### config.mk
export PLATFORM = sky130hd
export DESIGN_NAME = integer_to_ascii_formatter
export DESIGN_NICKNAME = d
export VERILOG_FILES = /design/src/hdl/i2a_pkg.sv /design/src/hdl/i2a_bcd.sv /design/src/hdl/i2a_ctrl.sv /design/src/hdl/integer_to_ascii_formatter.sv
export SDC_FILE = /design/constraint.sdc
export NUM_CORES = 1
export LEC_CHECK = 0
export BUFFER_PORTS_ARGS = -buffer_cell sky130_fd_sc_hd__buf_2
export CORE_ASPECT_RATIO = 0.8
export CORE_MARGIN = 5
export CORE_UTILIZATION = 35
export DETAILED_ROUTE_END_ITERATION = 7
export PLACE_DENSITY_LB_ADDON = 0.08
export SYNTH_ARGS = -nofsm -noshare
export SYNTH_HDL_FRONTEND = slang
export SYNTH_HIERARCHICAL = 1
export SYNTH_SLANG_ARGS = --single-unit
### constraint.sdc
create_clock -name aclk -period 5.1 [get_ports aclk]
set_input_delay 1.02 -clock aclk [delete_from_list [all_inputs] [get_ports aclk]]
set_output_delay 1.02 -clock aclk [all_outputs]
set_load 0.01 [all_outputs]
### src/hdl/i2a_pkg.sv
// shared types, constants and the digit-to-ascii function
// used by all modules of integer_to_ascii_formatter
`default_nettype none

package i2a_pkg;

    localparam int unsigned DEF_MAX_PRECISION = 40;
    localparam int unsigned VAL_W             = 64;
    localparam int unsigned NDEC              = 20;
    localparam int unsigned NDIG              = 22;
    localparam int unsigned DIG_BITS          = NDIG * 4;
    localparam int unsigned ND_W              = $clog2(NDIG + 1);
    localparam int unsigned CNT_W             = $clog2(VAL_W + 1);

    localparam logic [7:0] ASC_ZERO  = 8'h30;
    localparam logic [7:0] ASC_MINUS = 8'h2D;
    localparam logic [7:0] ASC_LO_A  = 8'h61;
    localparam logic [7:0] ASC_UP_A  = 8'h41;

    typedef enum logic [2:0] {
        OP_CHAR   = 3'd0,
        OP_DEC    = 3'd1,
        OP_OCT    = 3'd2,
        OP_HEX_LO = 3'd3,
        OP_HEX_UP = 3'd4
    } opcode_t;

    typedef enum logic [1:0] {
        ST_IDLE,
        ST_CONV,
        ST_SCAN,
        ST_EMIT
    } state_t;

    typedef struct packed {
        logic ready;
        logic take;
        logic copy;
        logic scan;
        logic emit;
        logic advance;
    } ctrl_t;

    typedef struct packed {
        logic in_char;
        logic in_dec;
        logic conv_done;
        logic scan_done;
        logic last;
    } stat_t;

    function automatic logic [7:0] digit_char(input logic [3:0] d, input logic upper);
        logic [7:0] base;
        base = upper ? ASC_UP_A : ASC_LO_A;
        if (d < 4'd10) begin
            digit_char = ASC_ZERO + {4'b0, d};
        end else begin
            digit_char = base + {4'b0, d} - 8'd10;
        end
    endfunction

endpackage

`default_nettype wire

### src/hdl/i2a_bcd.sv
// bit-serial binary to bcd converter, one shift-and-adjust step per cycle
// depends on i2a_pkg
`default_nettype none

module i2a_bcd import i2a_pkg::*; (
    input  wire logic                 aclk,
    input  wire logic                 aresetn,
    input  wire logic                 load,
    input  wire logic [VAL_W-1:0]     value,
    input  wire logic [CNT_W-1:0]     nbits,
    output logic      [NDEC*4-1:0]    bcd,
    output logic                      done
);

    logic [VAL_W-1:0]  sh_reg, sh_next;
    logic [NDEC*4-1:0] bcd_reg, bcd_next, adj;
    logic [CNT_W-1:0]  cnt_reg, cnt_next;

    always_comb begin
        for (int k = 0; k < NDEC; k++) begin
            if (bcd_reg[4*k +: 4] >= 4'd5) begin
                adj[4*k +: 4] = bcd_reg[4*k +: 4] + 4'd3;
            end else begin
                adj[4*k +: 4] = bcd_reg[4*k +: 4];
            end
        end
    end

    always_comb begin
        sh_next  = sh_reg;
        bcd_next = bcd_reg;
        cnt_next = cnt_reg;
        if (load) begin
            sh_next  = value;
            bcd_next = '0;
            cnt_next = nbits;
        end else if (cnt_reg != '0) begin
            bcd_next = {adj[NDEC*4-2:0], sh_reg[VAL_W-1]};
            sh_next  = {sh_reg[VAL_W-2:0], 1'b0};
            cnt_next = cnt_reg - 1'b1;
        end
    end

    always_ff @(posedge aclk) begin
        if (!aresetn) begin
            cnt_reg <= '0;
        end else begin
            cnt_reg <= cnt_next;
        end
        sh_reg  <= sh_next;
        bcd_reg <= bcd_next;
    end

    assign bcd  = bcd_reg;
    assign done = (cnt_reg == '0);

endmodule

`default_nettype wire

### src/hdl/i2a_ctrl.sv
// sequencer: idle, decimal conversion, leading-zero scan, character output
// depends on i2a_pkg
`default_nettype none

module i2a_ctrl import i2a_pkg::*; (
    input  wire logic  aclk,
    input  wire logic  aresetn,
    input  wire logic  s_valid,
    input  wire logic  m_ready,
    input  wire stat_t stat,
    output ctrl_t      ctrl
);

    state_t state_reg, state_next;

    always_comb begin
        state_next = state_reg;
        case (state_reg)
            ST_IDLE: begin
                if (s_valid) begin
                    if (stat.in_char) begin
                        state_next = ST_EMIT;
                    end else if (stat.in_dec) begin
                        state_next = ST_CONV;
                    end else begin
                        state_next = ST_SCAN;
                    end
                end
            end
            ST_CONV: begin
                if (stat.conv_done) begin
                    state_next = ST_SCAN;
                end
            end
            ST_SCAN: begin
                if (stat.scan_done) begin
                    state_next = ST_EMIT;
                end
            end
            ST_EMIT: begin
                if (m_ready && stat.last) begin
                    state_next = ST_IDLE;
                end
            end
            default: state_next = ST_IDLE;
        endcase
    end

    always_comb begin
        ctrl = '0;
        case (state_reg)
            ST_IDLE: begin
                ctrl.ready = 1'b1;
                ctrl.take  = s_valid;
            end
            ST_CONV: begin
                ctrl.copy = stat.conv_done;
            end
            ST_SCAN: begin
                ctrl.scan = 1'b1;
            end
            ST_EMIT: begin
                ctrl.emit    = 1'b1;
                ctrl.advance = m_ready;
            end
            default: ctrl = '0;
        endcase
    end

    always_ff @(posedge aclk) begin
        if (!aresetn) begin
            state_reg <= ST_IDLE;
        end else begin
            state_reg <= state_next;
        end
    end

endmodule

`default_nettype wire

### src/hdl/integer_to_ascii_formatter.sv
// top level: item capture, digit shift line, padding and character output
// depends on i2a_pkg, i2a_bcd, i2a_ctrl
//
//  channel | ports                                              | dir
//  --------+----------------------------------------------------+----
//  input   | s_valid s_ready s_number s_is_wide s_twos_comp      | in
//          | s_opcode s_min_digits                              |
//  result  | m_valid m_ready m_char_code m_total_length m_last  | out
//
// one item at a time; s_ready is high only while idle
// character kind: the item is taken, then 1 character
// hex/octal: the item is taken, then a leading-zero scan over up to 22 digits, then the characters
// decimal: adds a 32-bit or 64-bit conversion in the bit-serial bcd converter
// a stalled m_ready holds the current character; synchronous active-low reset to idle
`default_nettype none

module integer_to_ascii_formatter import i2a_pkg::*; #(
    parameter int unsigned MAX_PRECISION = DEF_MAX_PRECISION
) (
    input  wire logic        aclk,
    input  wire logic        aresetn,
    input  wire logic        s_valid,
    output logic             s_ready,
    input  wire logic [63:0] s_number,
    input  wire logic        s_is_wide,
    input  wire logic        s_twos_comp,
    input  wire logic [2:0]  s_opcode,
    input  wire logic [5:0]  s_min_digits,
    output logic             m_valid,
    input  wire logic        m_ready,
    output logic [7:0]       m_char_code,
    output logic [5:0]       m_total_length,
    output logic             m_last
);

    localparam int unsigned PREC_W  = $clog2(MAX_PRECISION + 1);
    localparam int unsigned LEN_MAX = (MAX_PRECISION > NDIG) ? MAX_PRECISION + 1 : NDIG + 1;
    localparam int unsigned LEN_W   = $clog2(LEN_MAX + 1);

    ctrl_t ctrl;
    stat_t stat;

    logic              in_char, in_dec, in_oct, in_upper;
    logic [VAL_W-1:0]  val, negv, mag, bcd_val;
    logic [DIG_BITS-1:0] mag_ext, bcd_ext;
    logic              sign_bit, neg;
    logic [CNT_W-1:0]  nbits;
    logic [PREC_W-1:0] prec_in;
    logic [NDEC*4-1:0] bcd;
    logic              conv_done;
    logic [3:0]        dig_in [NDIG];
    logic [3:0]        dig_bcd [NDIG];
    logic [3:0]        dig_shift [NDIG];

    logic [3:0]        dig_reg [NDIG];
    logic [3:0]        dig_next [NDIG];
    logic [ND_W-1:0]   nd_reg, nd_next;
    logic [PREC_W-1:0] prec_reg, prec_next;
    logic [PREC_W-1:0] pad_reg, pad_next;
    logic [LEN_W-1:0]  total_reg, total_next;
    logic [LEN_W-1:0]  rem_reg, rem_next;
    logic              pre_reg, pre_next;
    logic [7:0]        char_reg, char_next;
    logic              is_char_reg, is_char_next;
    logic              is_dec_reg, is_dec_next;
    logic              is_oct_reg, is_oct_next;
    logic              upper_reg, upper_next;
    logic              neg_reg, neg_next;

    logic              scan_done;
    logic [PREC_W-1:0] pad_calc;
    logic              pre_calc;
    logic [LEN_W-1:0]  total_calc;

    // opcode decode, undefined codes format as decimal
    always_comb begin
        in_char  = 1'b0;
        in_dec   = 1'b0;
        in_oct   = 1'b0;
        in_upper = 1'b0;
        case (s_opcode)
            OP_CHAR:   in_char  = 1'b1;
            OP_DEC:    in_dec   = 1'b1;
            OP_OCT:    in_oct   = 1'b1;
            OP_HEX_LO: in_upper = 1'b0;
            OP_HEX_UP: in_upper = 1'b1;
            default:   in_dec   = 1'b1;
        endcase
    end

    // magnitude of the incoming value, plus the bcd input, bit count and clamped precision
    always_comb begin
        val      = s_is_wide ? s_number : {32'b0, s_number[31:0]};
        sign_bit = s_is_wide ? s_number[63] : s_number[31];
        neg      = in_dec && s_twos_comp && sign_bit;
        negv     = ~val + 64'd1;
        if (neg) begin
            mag = s_is_wide ? negv : {32'b0, negv[31:0]};
        end else begin
            mag = val;
        end
        mag_ext = {{(DIG_BITS - VAL_W){1'b0}}, mag};
        bcd_val = s_is_wide ? mag : {mag[31:0], 32'b0};
        nbits   = s_is_wide ? CNT_W'(VAL_W) : CNT_W'(VAL_W / 2);
        if (s_min_digits > MAX_PRECISION) begin
            prec_in = PREC_W'(MAX_PRECISION);
        end else begin
            prec_in = PREC_W'(s_min_digits);
        end
    end

    // digit line images, index 0 is the most significant digit
    always_comb begin
        bcd_ext = {{(DIG_BITS - NDEC*4){1'b0}}, bcd};
        for (int i = 0; i < NDIG; i++) begin
            if (in_oct) begin
                dig_in[i] = {1'b0, mag_ext[3*(NDIG-1-i) +: 3]};
            end else begin
                dig_in[i] = mag_ext[4*(NDIG-1-i) +: 4];
            end
            dig_bcd[i] = bcd_ext[4*(NDIG-1-i) +: 4];
        end
        for (int i = 0; i < NDIG - 1; i++) begin
            dig_shift[i] = dig_reg[i+1];
        end
        dig_shift[NDIG-1] = 4'd0;
    end

    i2a_bcd u_bcd (
        .aclk    (aclk),
        .aresetn (aresetn),
        .load    (ctrl.take && in_dec),
        .value   (bcd_val),
        .nbits   (nbits),
        .bcd     (bcd),
        .done    (conv_done)
    );

    // text layout once the leading digit is found
    always_comb begin
        scan_done = (dig_reg[0] != 4'd0) || (nd_reg == ND_W'(1));
        if (prec_reg > nd_reg) begin
            pad_calc = PREC_W'(prec_reg - nd_reg);
        end else begin
            pad_calc = '0;
        end
        if (is_dec_reg) begin
            pre_calc = neg_reg;
        end else begin
            pre_calc = is_oct_reg && (pad_calc == '0);
        end
        total_calc = LEN_W'(pre_calc) + LEN_W'(pad_calc) + LEN_W'(nd_reg);
    end

    always_comb begin
        dig_next     = dig_reg;
        nd_next      = nd_reg;
        prec_next    = prec_reg;
        pad_next     = pad_reg;
        total_next   = total_reg;
        rem_next     = rem_reg;
        pre_next     = pre_reg;
        char_next    = char_reg;
        is_char_next = is_char_reg;
        is_dec_next  = is_dec_reg;
        is_oct_next  = is_oct_reg;
        upper_next   = upper_reg;
        neg_next     = neg_reg;
        if (ctrl.take) begin
            dig_next     = dig_in;
            nd_next      = ND_W'(NDIG);
            prec_next    = prec_in;
            char_next    = s_number[7:0];
            is_char_next = in_char;
            is_dec_next  = in_dec;
            is_oct_next  = in_oct;
            upper_next   = in_upper;
            neg_next     = neg;
            pad_next     = '0;
            pre_next     = 1'b0;
            total_next   = LEN_W'(1);
            rem_next     = LEN_W'(1);
        end
        if (ctrl.copy) begin
            dig_next = dig_bcd;
        end
        if (ctrl.scan) begin
            if (!scan_done) begin
                dig_next = dig_shift;
                nd_next  = nd_reg - 1'b1;
            end else begin
                pad_next   = pad_calc;
                pre_next   = pre_calc;
                total_next = total_calc;
                rem_next   = total_calc;
            end
        end
        if (ctrl.advance) begin
            rem_next = rem_reg - 1'b1;
            if (pre_reg) begin
                pre_next = 1'b0;
            end else if (pad_reg != '0) begin
                pad_next = pad_reg - 1'b1;
            end else begin
                dig_next = dig_shift;
            end
        end
    end

    always_ff @(posedge aclk) begin
        dig_reg     <= dig_next;
        nd_reg      <= nd_next;
        prec_reg    <= prec_next;
        pad_reg     <= pad_next;
        total_reg   <= total_next;
        rem_reg     <= rem_next;
        pre_reg     <= pre_next;
        char_reg    <= char_next;
        is_char_reg <= is_char_next;
        is_dec_reg  <= is_dec_next;
        is_oct_reg  <= is_oct_next;
        upper_reg   <= upper_next;
        neg_reg     <= neg_next;
    end

    assign stat.in_char   = in_char;
    assign stat.in_dec    = in_dec;
    assign stat.conv_done = conv_done;
    assign stat.scan_done = scan_done;
    assign stat.last      = (rem_reg == LEN_W'(1));

    i2a_ctrl u_ctrl (
        .aclk    (aclk),
        .aresetn (aresetn),
        .s_valid (s_valid),
        .m_ready (m_ready),
        .stat    (stat),
        .ctrl    (ctrl)
    );

    always_comb begin
        if (is_char_reg) begin
            m_char_code = char_reg;
        end else if (pre_reg) begin
            m_char_code = is_dec_reg ? ASC_MINUS : ASC_ZERO;
        end else if (pad_reg != '0) begin
            m_char_code = ASC_ZERO;
        end else begin
            m_char_code = digit_char(dig_reg[0], upper_reg);
        end
    end

    assign s_ready        = ctrl.ready;
    assign m_valid        = ctrl.emit;
    assign m_total_length = 6'(total_reg);
    assign m_last         = stat.last;

endmodule

`default_nettype wire

# == Yosys cells after proc, flatten, opt, wreduce, memory -nomap -nowiden ==
# Cells that the tools add are included.
# classes
add_sub_neg,31
order_cmp,23
n_eq_ne,12
n_mux,103
bitwise_logic,1
reduce_logical,16
# op_table
cell,n
$mux 88,7
$mux 64,6
$mux 4,35
$mux 6,15
$ge 4x3->1 const B,20
$add 4x2->4 const B,19
$add 64x1->64 const B,1
$not 64->64,1
$mux 8,4
$mux 7,3
$mux 5,4
$mux 3,6
$mux 2,8
$mux 1,14
$sub 6x1->6 const B,2
$add 7x4->8,1
$pmux 2 s4,1
$sub 8x4->8 const B,1
$add 6x4->7 const A,1
$logic_not 7->1,1
$reduce_bool 7->1,1
$sub 7x1->7 const B,1
$add 1x6->6,1
$add 6x5->6,1
24 further kinds,32
# totals
ff_bits,284
inputBits,79
wordCells,224

# == Depth between registers and ports, before layout ==
# Gate-level depths: netlist (run 1).
# depth
word_depth,14
mapped_depth,20
mapped_depth_nobuf,20

# == Modules after synthesis ==
# Netlist (run 1), hierarchy kept.
# modules_own_cells
module,instances,cells_each,area_per_inst_um2,seq_area_each_um2
integer_to_ascii_formatter,1,1198,9325.2,2812.7
i2a_bcd,1,901,8434.3,3663.5
i2a_ctrl,1,24,231.5,40.0

# == Worst setup path after synthesis (run 1) ==
# Ideal clock, no wire load.
# synth_path
path_kind,input -> register
startpoint,in s_valid
endpoint,"reg u_bcd.sh_reg[0], enable pin"
setup_time_ns,0.423
arrival_time_ns,4.249
required_ns,4.677
setup_slack_ns,0.428
cell_stages,8
n_path_buf,4
cell_sequence,and2_1 clkbuf_1 buf_1 and2_1 buf_2 clkinv_1 clkbuf_1 nand2_1
# synth_between
elab_chain_len,3
# synth_lines
item,line,text
from (decl),integer_to_ascii_formatter.sv:22,"input wire logic s_valid,"
$mux 2,i2a_ctrl.sv:51,case (state_reg)
$logic_and 1x1->1,integer_to_ascii_formatter.sv:132,".load (ctrl.take && in_dec),"
$reduce_bool 2->1 (no line),--,
to (signal assigned),i2a_bcd.sv:50,sh_reg <= sh_next;
to (decl),i2a_bcd.sv:15,"logic [VAL_W-1:0] sh_reg, sh_next;"
# Every way passes these cells.
# A chain may end at the register's enable or synchronous reset.

# == Worst setup path after layout (run 1) ==
# layout_path
startpoint,reg nd_reg[0]
endpoint,reg rem_reg[4]
# layout_between
elab_chain_len,10
word_cells_on_any_way,13
# layout_lines
item,line,text
from (decl),integer_to_ascii_formatter.sv:57,"logic [ND_W-1:0] nd_reg, nd_next;"
from (signal assigned),integer_to_ascii_formatter.sv:212,nd_reg <= nd_next;
$sub 6x5->6 / $gt 6x5->1 (equally long branches),"integer_to_ascii_formatter.sv:143, integer_to_ascii_formatter.sv:142",
$mux 6,integer_to_ascii_formatter.sv:142,if (prec_reg > nd_reg) begin
$logic_not 6->1,integer_to_ascii_formatter.sv:150,pre_calc = is_oct_reg && (pad_calc == '0);
$logic_and 1x1->1,integer_to_ascii_formatter.sv:150,
$mux 1,integer_to_ascii_formatter.sv:147,if (is_dec_reg) begin
$add 1x6->6,integer_to_ascii_formatter.sv:152,total_calc = LEN_W'(pre_calc) + LEN_W'(pad_calc) + LEN_W'(nd_reg);
$add 6x5->6,integer_to_ascii_formatter.sv:152,
$mux 6 *,integer_to_ascii_formatter.sv:188,if (!scan_done) begin
$mux 6 *,integer_to_ascii_formatter.sv:187,if (ctrl.scan) begin
$mux 6 *,integer_to_ascii_formatter.sv:198,if (ctrl.advance) begin
via rem_next[4],integer_to_ascii_formatter.sv:61,"logic [LEN_W-1:0] rem_reg, rem_next;"
to (signal assigned),integer_to_ascii_formatter.sv:216,rem_reg <= rem_next;
to (decl),integer_to_ascii_formatter.sv:61,
# The timed path passes the listed nets; every way through them passes the cells marked *.

==> out/metrics.yaml, run 1 <==
status: "finished clean"
min_path_type: "reg -> reg"
grt_antenna_before_repair: 3
vias: 16598
start_util_pct: 35.3
place_area_sq_mm: 0.0189
slew_violations: 0
p_int_uw: 7720
min_period_over_period_pct: 79.5
critPathArrivalTime_ps: 4450
tns_ps: 0
avgSynthCellArea_sq_um: 8.47
power_per_cell_area_mw_per_mm2: 691
fp.dieArea_sq_mm: 0.0561
fin_area_sq_mm: 0.0202
hold_buffers: 0
syn_inst: 2123
drive_gt1_share_pct: 14.3
yosys-mux-area-fraction_pct: 6.10
fin_worst_skew_ps: 20.9
finalWirelength_mm: 65.8
n_antenna_cell: 0
hold_viol_final: 0
core_area_sq_mm: 0.0509
synth-xor-area-share_pct: 3.83
syn_to_final_growth_pct: 12.0
fin_crit_ps: 4060
routedWlPerCell_microns: 23.2
drc_errors: 0
place.gp.congestion: 0.870
cts_buffer_depth: 3
cp.required_ps: 5490
synth_edf_count: 83
cts_buffers: 36
synth_seq_cells: 284
rsz0062_at_grt: "false"
pre_cts_slack_ps: 843
finalNetCount: 2265
reg2reg_slack_ps: 1040
pwr-share-clk_pct: 19.3
most-common-layout-cells: "233 x nand2_1, 203 x nor2_1, 201 x dfxtp_1"
synthArstFlopShare_pct: 0
synth_top_family_by_area: "compound AO/OA/AOI/OAI gates"
grt_pass1_wl_mm: 100
drt_iter0_drc: 1358
clkTransAtPathRegs_ps: 60
cp-end-kind: "register"
max-cap-violations: 0
place_inst: 2767
cp_max_fo: 9
synthSimpleGateAreaFrac_pct: 19.7
final_cells: 2831
switching_power_uw: 6200
largest_register_ffs: 88
final_common_cell: "nand2_1"
htree_num_levels: 2
setup_ws_ps: 1040
yosysWarnings: 6
ios: 96
syn-cell-area_sq_mm: 0.0180
critPathKind: "reg -> reg"
dp_hpwl_mm: 45.2
via_per_inst: 5.86
tightest_slew_ps: 1000
clkSinkCount: 284
numPortBuffers: 95
grt_overflow: 0
synth_compound_area_share_pct: 24.0
synth_flop_cell: "dfxtp_1"
setup_violations: 0
postCtsSetupBuffers: 0
switching_share_pct: 44.6
post_cts_resized: 0
rows: 74
p_leak_uw: 0.00743
ys_types: 83
utilization_pct: 39.6
combPwrFrac_pct: 47.1
route.antenna.remaining_nets: 0
die_y_microns: 213
grt_pass1_vias: 15851
root_buffer: "clkbuf_16"
start_kind: "register"
synth_fa_ha_area_share_pct: 4.60
max_clock_freq_ghz: 0.247
clk-insertion-delay-late_ps: 540
vdd_ir_drop_max_mv: 0.426
yosysSeqAreaShare_pct: 36.2
grt_start_max_net_pins: 131
cts_tree: "built"
drtPass1Iterations: 5
grtUsageTotal_pct: 22.6
power_frac_seq_pct: 33.6
die_x_microns: 263
slew_headroom_pct: 33.0
-- critical path, stage by stage (launching register included) --
cell	delay, ps
dfxtp_1	420
ha_1	210
inv_1	50
fa_1	400
a21oi_1	200
nor2_1	90
o21a_1	200
o22ai_1	530
o21ai_0	170
ha_1	240
a21oi_1	160
fa_1	230
inv_1	50
a21o_1	180
a21oi_1	170
xor2_1	210
nor2_1	80
a211oi_1	250
a21oi_1	60
-- per-layer routing --
metal | GRT usage, % | share of wire, % | wire (microns) | up-vias
met4 | 5.02 | 1.9 | 1260 | 2
met3 | 3.46 | 6.0 | 3940 | 77
met1 | 32.1 | 46 | 30500 | 8141
met2 | 36.8 | 46 | 30100 | 509
met5 | 0 | 0.017 | 11 | -
li1 | - | - | - | 7869
-- layout make-up --
cell class	instances	area, sq um
inverter	76	285
timing repair buffer	125	738
sequential	284	6520
fill	5230	30800
tap	684	856
multi-input combinational	1598	10500
clock inverter	11	140
clock buffer	53	1080
-- final timing paths --
check,from,to,cells after the start
max,nd_reg[0]$_DFF_P_,rem_reg[4]$_DFF_P_,18
min,m_total_length[2]$_DFF_P_,m_total_length[2]$_DFF_P_,1
max reg2reg,nd_reg[0]$_DFF_P_,rem_reg[4]$_DFF_P_,18
min reg2reg,m_total_length[2]$_DFF_P_,m_total_length[2]$_DFF_P_,1
-- power by group through the flow --
stage / registers, uW / clock network [uW] / logic (uW)
after floorplan: 4130 / 0 / 5040
after global placement: 4730 / 0 / 6400
after detailed placement: 4710 / 0 / 6490
after CTS: 4680 / 2740 / 6530
after global routing: 4830 / 2840 / 7290
final: 4680 / 2690 / 6550
-- Yosys cell counts (all sizes together) (10+ instances only) --
cell type | number | area share (%)
nand4 | 33 | 1.4
mux2 | 69 | 4.3
o211ai | 32 | 1.5
xor2 | 33 | 1.6
a211oi | 45 | 1.9
nor3 | 43 | 1.3
or4 | 11 | 0.52
clkbuf | 123 | 2.6
nor4 | 12 | 0.87
a31oi | 37 | 1.3
or3 | 34 | 1.2
nand2b | 31 | 1.1
buf | 46 | 1.4
o31ai | 20 | 0.86
nor2b | 25 | 0.91
inv | 73 | 1.5
xnor2 | 44 | 2.2
dfxtp | 201 | 22
nand2 | 235 | 4.9
o41ai | 43 | 2.3
o21ai | 156 | 4.4
mux2i | 32 | 1.8
edfxtp | 83 | 14
nor2 | 204 | 4.3
ha | 63 | 4.4
and3 | 10 | 0.35
o32ai | 21 | 1.0
a311oi | 20 | 0.97
o21a | 11 | 0.46
o221ai | 10 | 0.49
and2 | 20 | 0.70
a21oi | 89 | 2.5
o22ai | 38 | 1.3
a221oi | 50 | 2.4
nand3 | 46 | 1.3
-- logic make-up after synthesis --
group,count (synthesis)
and+or+nand+nor,727
AOI/OAI and AO/OA,623
DFF,284
buffers and inverters,245
muxes,101
xor gates and xnor gates,77
adders and majority gates,65
other,1
-- stage by stage --
stage | hold WS, ps | power (uW)
after global routing | 464 | 15000
after floorplan | 415 | 9170
after CTS | 450 | 14000
after detailed placement | 437 | 11200
final | 448 | 13900
after global placement | 427 | 11100
(Power assumes the default switching activity.)
==> run 2: changes to the inputs <==
--- a/config.mk
+++ b/config.mk
@@ -5,6 +5,7 @@
 export SDC_FILE = /design/constraint.sdc
 export NUM_CORES = 1
 export LEC_CHECK = 0
+export ABC_AREA = 1
 export BUFFER_PORTS_ARGS = -buffer_cell sky130_fd_sc_hd__buf_2
 export CORE_ASPECT_RATIO = 0.8
 export CORE_MARGIN = 5
==> constraint.sdc (replaced) <==
create_clock -name aclk -period 3.5 [get_ports aclk]
set_input_delay 0.7 -clock aclk [delete_from_list [all_inputs] [get_ports aclk]]
set_output_delay 0.7 -clock aclk [all_outputs]
set_load 0.01 [all_outputs]
==> run 2 against run 1 <==
Compared with the run above: count of clock-buffer cells in the layout fell by 2; hold slack got worse by 91 ps; combinational power rose by 13%; flip-flop and latch count did not move; highest routed layer is now met4; critical path type unchanged; largest power group unchanged; critical path depth rose by 7.
==> out/metrics.yaml, run 2 <==
finalNetCount: 2945
final_common_cell: "nand2_1"
synth.most_common_cell: "nand2_1"
setup_violations: 0
slowest_delay_ps: 420
grt_start_max_net_pins: 77
routedWlPerCell_microns: 19.4
grtUsageTotal_pct: 23.5
synthArstFlopShare_pct: 0
critPathArrivalTime_ps: 3680
largest_register_ffs: 88
critPathBufInv: 6
drtPass1Iterations: 6
hold_viol_final: 0
cp_common_cell: "nand2_2"
min_period_over_period_pct: 91.6
tightest_slew_ps: 1150
most-common-layout-cells: "829 x nand2_1, 317 x nor2_1, 277 x inv_1"
cts_tree: "built"
fp.dieArea_sq_mm: 0.0563
grt_pass1_wl_mm: 104
combPwrFrac_pct: 44.0
syn_to_final_growth_pct: 13.8
final_cells: 3514
drive_gt1_share_pct: 9.76
slew_violations: 0
slowest_stage: "fa_2"
place_area_sq_mm: 0.0193
clkTransAtPathRegs_ps: 60
synth_top_area_share_pct: 22.3
start_kind: "register"
yosys.area.top_type: "dfxtp_1"
critPathKind: "reg -> reg"
switching_share_pct: 43.4
finalWirelength_mm: 68.3
power_per_cell_area_mw_per_mm2: 818
pwr-share-clk_pct: 21.7
yosysWarnings: 6
cts_buffer_depth: 3
fin_worst_skew_ps: 27.1
max_clock_freq_ghz: 0.312
ff2ff_path_depth: 25
max-cap-violations: 0
clk-insertion-delay-late_ps: 550
p_leak_uw: 0.00965
reg2reg_slack_ps: 290
grt_overflow: 0
fin_area_sq_mm: 0.0206
ios: 96
worst-path-stages: 25
numPortBuffers: 95
syn-cell-area_sq_mm: 0.0181
grt_pass1_vias: 17145
rows: 74
synth.area.top_cells: "dfxtp_1 22%, nand2_1 17%, edfxtp_1 14%"
place_inst: 3442
die_y_microns: 213
yosysSeqAreaShare_pct: 36.0
syn_inst: 2713
drt_iter0_drc: 1538
crit_family: "adder cells"
htree_num_levels: 2
avgSynthCellArea_sq_um: 6.66
root_buffer: "clkbuf_16"
via_per_inst: 5.16
route.antenna.remaining_nets: 0
min_path_type: "in -> reg"
switching_power_uw: 7300
slew_headroom_pct: 23.2
die_x_microns: 264
power_frac_seq_pct: 34.3
core_area_sq_mm: 0.0511
cp.required_ps: 3970
synth_seq_cells: 284
synth_edf_count: 83
cp_max_fo: 4
start_util_pct: 35.4
ys_types: 54
cts_buffers: 35
clkSinkCount: 284
status: "finished clean"
p_int_uw: 9510
synth_flop_cell: "dfxtp_1"
synth_common_cells: "836 x nand2_1, 321 x nor2_1, 282 x inv_1"
whs_path_depth: 1
cp-end-kind: "register"
vdd_ir_drop_max_mv: 0.367
drc_errors: 0
vias: 18147
fin_crit_ps: 3210
dp_hpwl_mm: 51.5
place.gp.congestion: 0.924
grt_antenna_before_repair: 2
run 2: area by class of cell:
cell class,count,area (sq um)
antenna,2,5.00
fill,5544,30500
timing repair buffer,160,1000
clock buffer,51,997
inverter,294,1110
multi-input combinational,2026,9950
clock inverter,13,130
tap,684,856
sequential,284,6520
run 2: per-layer routing:
layer  vias up  global-route usage, %  share of wire (%)
met5         -                      0                  0
met4         0                   4.55                1.6
met3        67                   3.05                5.9
met2       495                   38.5                 45
met1      8567                   33.8                 47
li1       9018                      -                  -
run 2: worst paths after layout:
check	from	to
setup / recovery	prec_reg[0]$_SDFFCE_PN0P_	rem_reg[4]$_DFF_P_
hold / removal	s_number[1]	char_reg[1]$_DFFE_PP_
setup reg to reg	prec_reg[0]$_SDFFCE_PN0P_	rem_reg[4]$_DFF_P_
hold reg to reg	m_total_length[5]$_DFF_P_	m_total_length[5]$_DFF_P_
run 2: cell families (layout without fill, tap and decap cells):
kind of cell / count (synthesis) / count (layout) / synth area share, %
adders and majority gates: 65 / 65 / 4.58
buffers and inverters: 407 / 518 / 9.33
muxes: 1 / 1 / 0.0554
DFF: 284 / 284 / 36.0
AOI/OAI and AO/OA: 478 / 478 / 15.0
xor gates and xnor gates: 51 / 51 / 2.47
other: 1 / 7 / 0.0207
and+or+nand+nor: 1426 / 1426 / 32.5
run 2: repair_timing:
action	in CTS	in global routing
resized for setup	0	21
setup buffers	0	6
endpoints found under the setup margin	0	4
hold buffers	0	0
run 2: stage by stage:
| stage | total power [uW] | hold slack [ps] | setup TNS, ps | utilization (%) | setup WS (ps) |
|---|---|---|---|---|---|
| 3_5_place_dp | 13100 | 441 | 0 | 37.8 | 59.7 |
| 4_1_cts | 16800 | 337 | 0 | 40.1 | 48.7 |
| 5_1_grt | 18200 | 350 | -8.41 | 40.2 | -8.41 |
| 6_report | 16800 | 357 | 0 | 40.2 | 293 |
| 2_1_floorplan | 10700 | 421 | 0 | - | 21.5 |
| 3_3_place_gp | 13000 | 440 | 0 | 37.8 | 85.6 |
run 2: power groups by stage:
stage | clock (uW) | sequential, uW | combinational (uW)
floorplan | 0 | 5540 | 5200
global placement | 0 | 5800 | 7200
detailed placement | 0 | 5800 | 7280
CTS | 3740 | 5760 | 7320
global route | 3870 | 5910 | 8370
finish | 3640 | 5770 | 7400
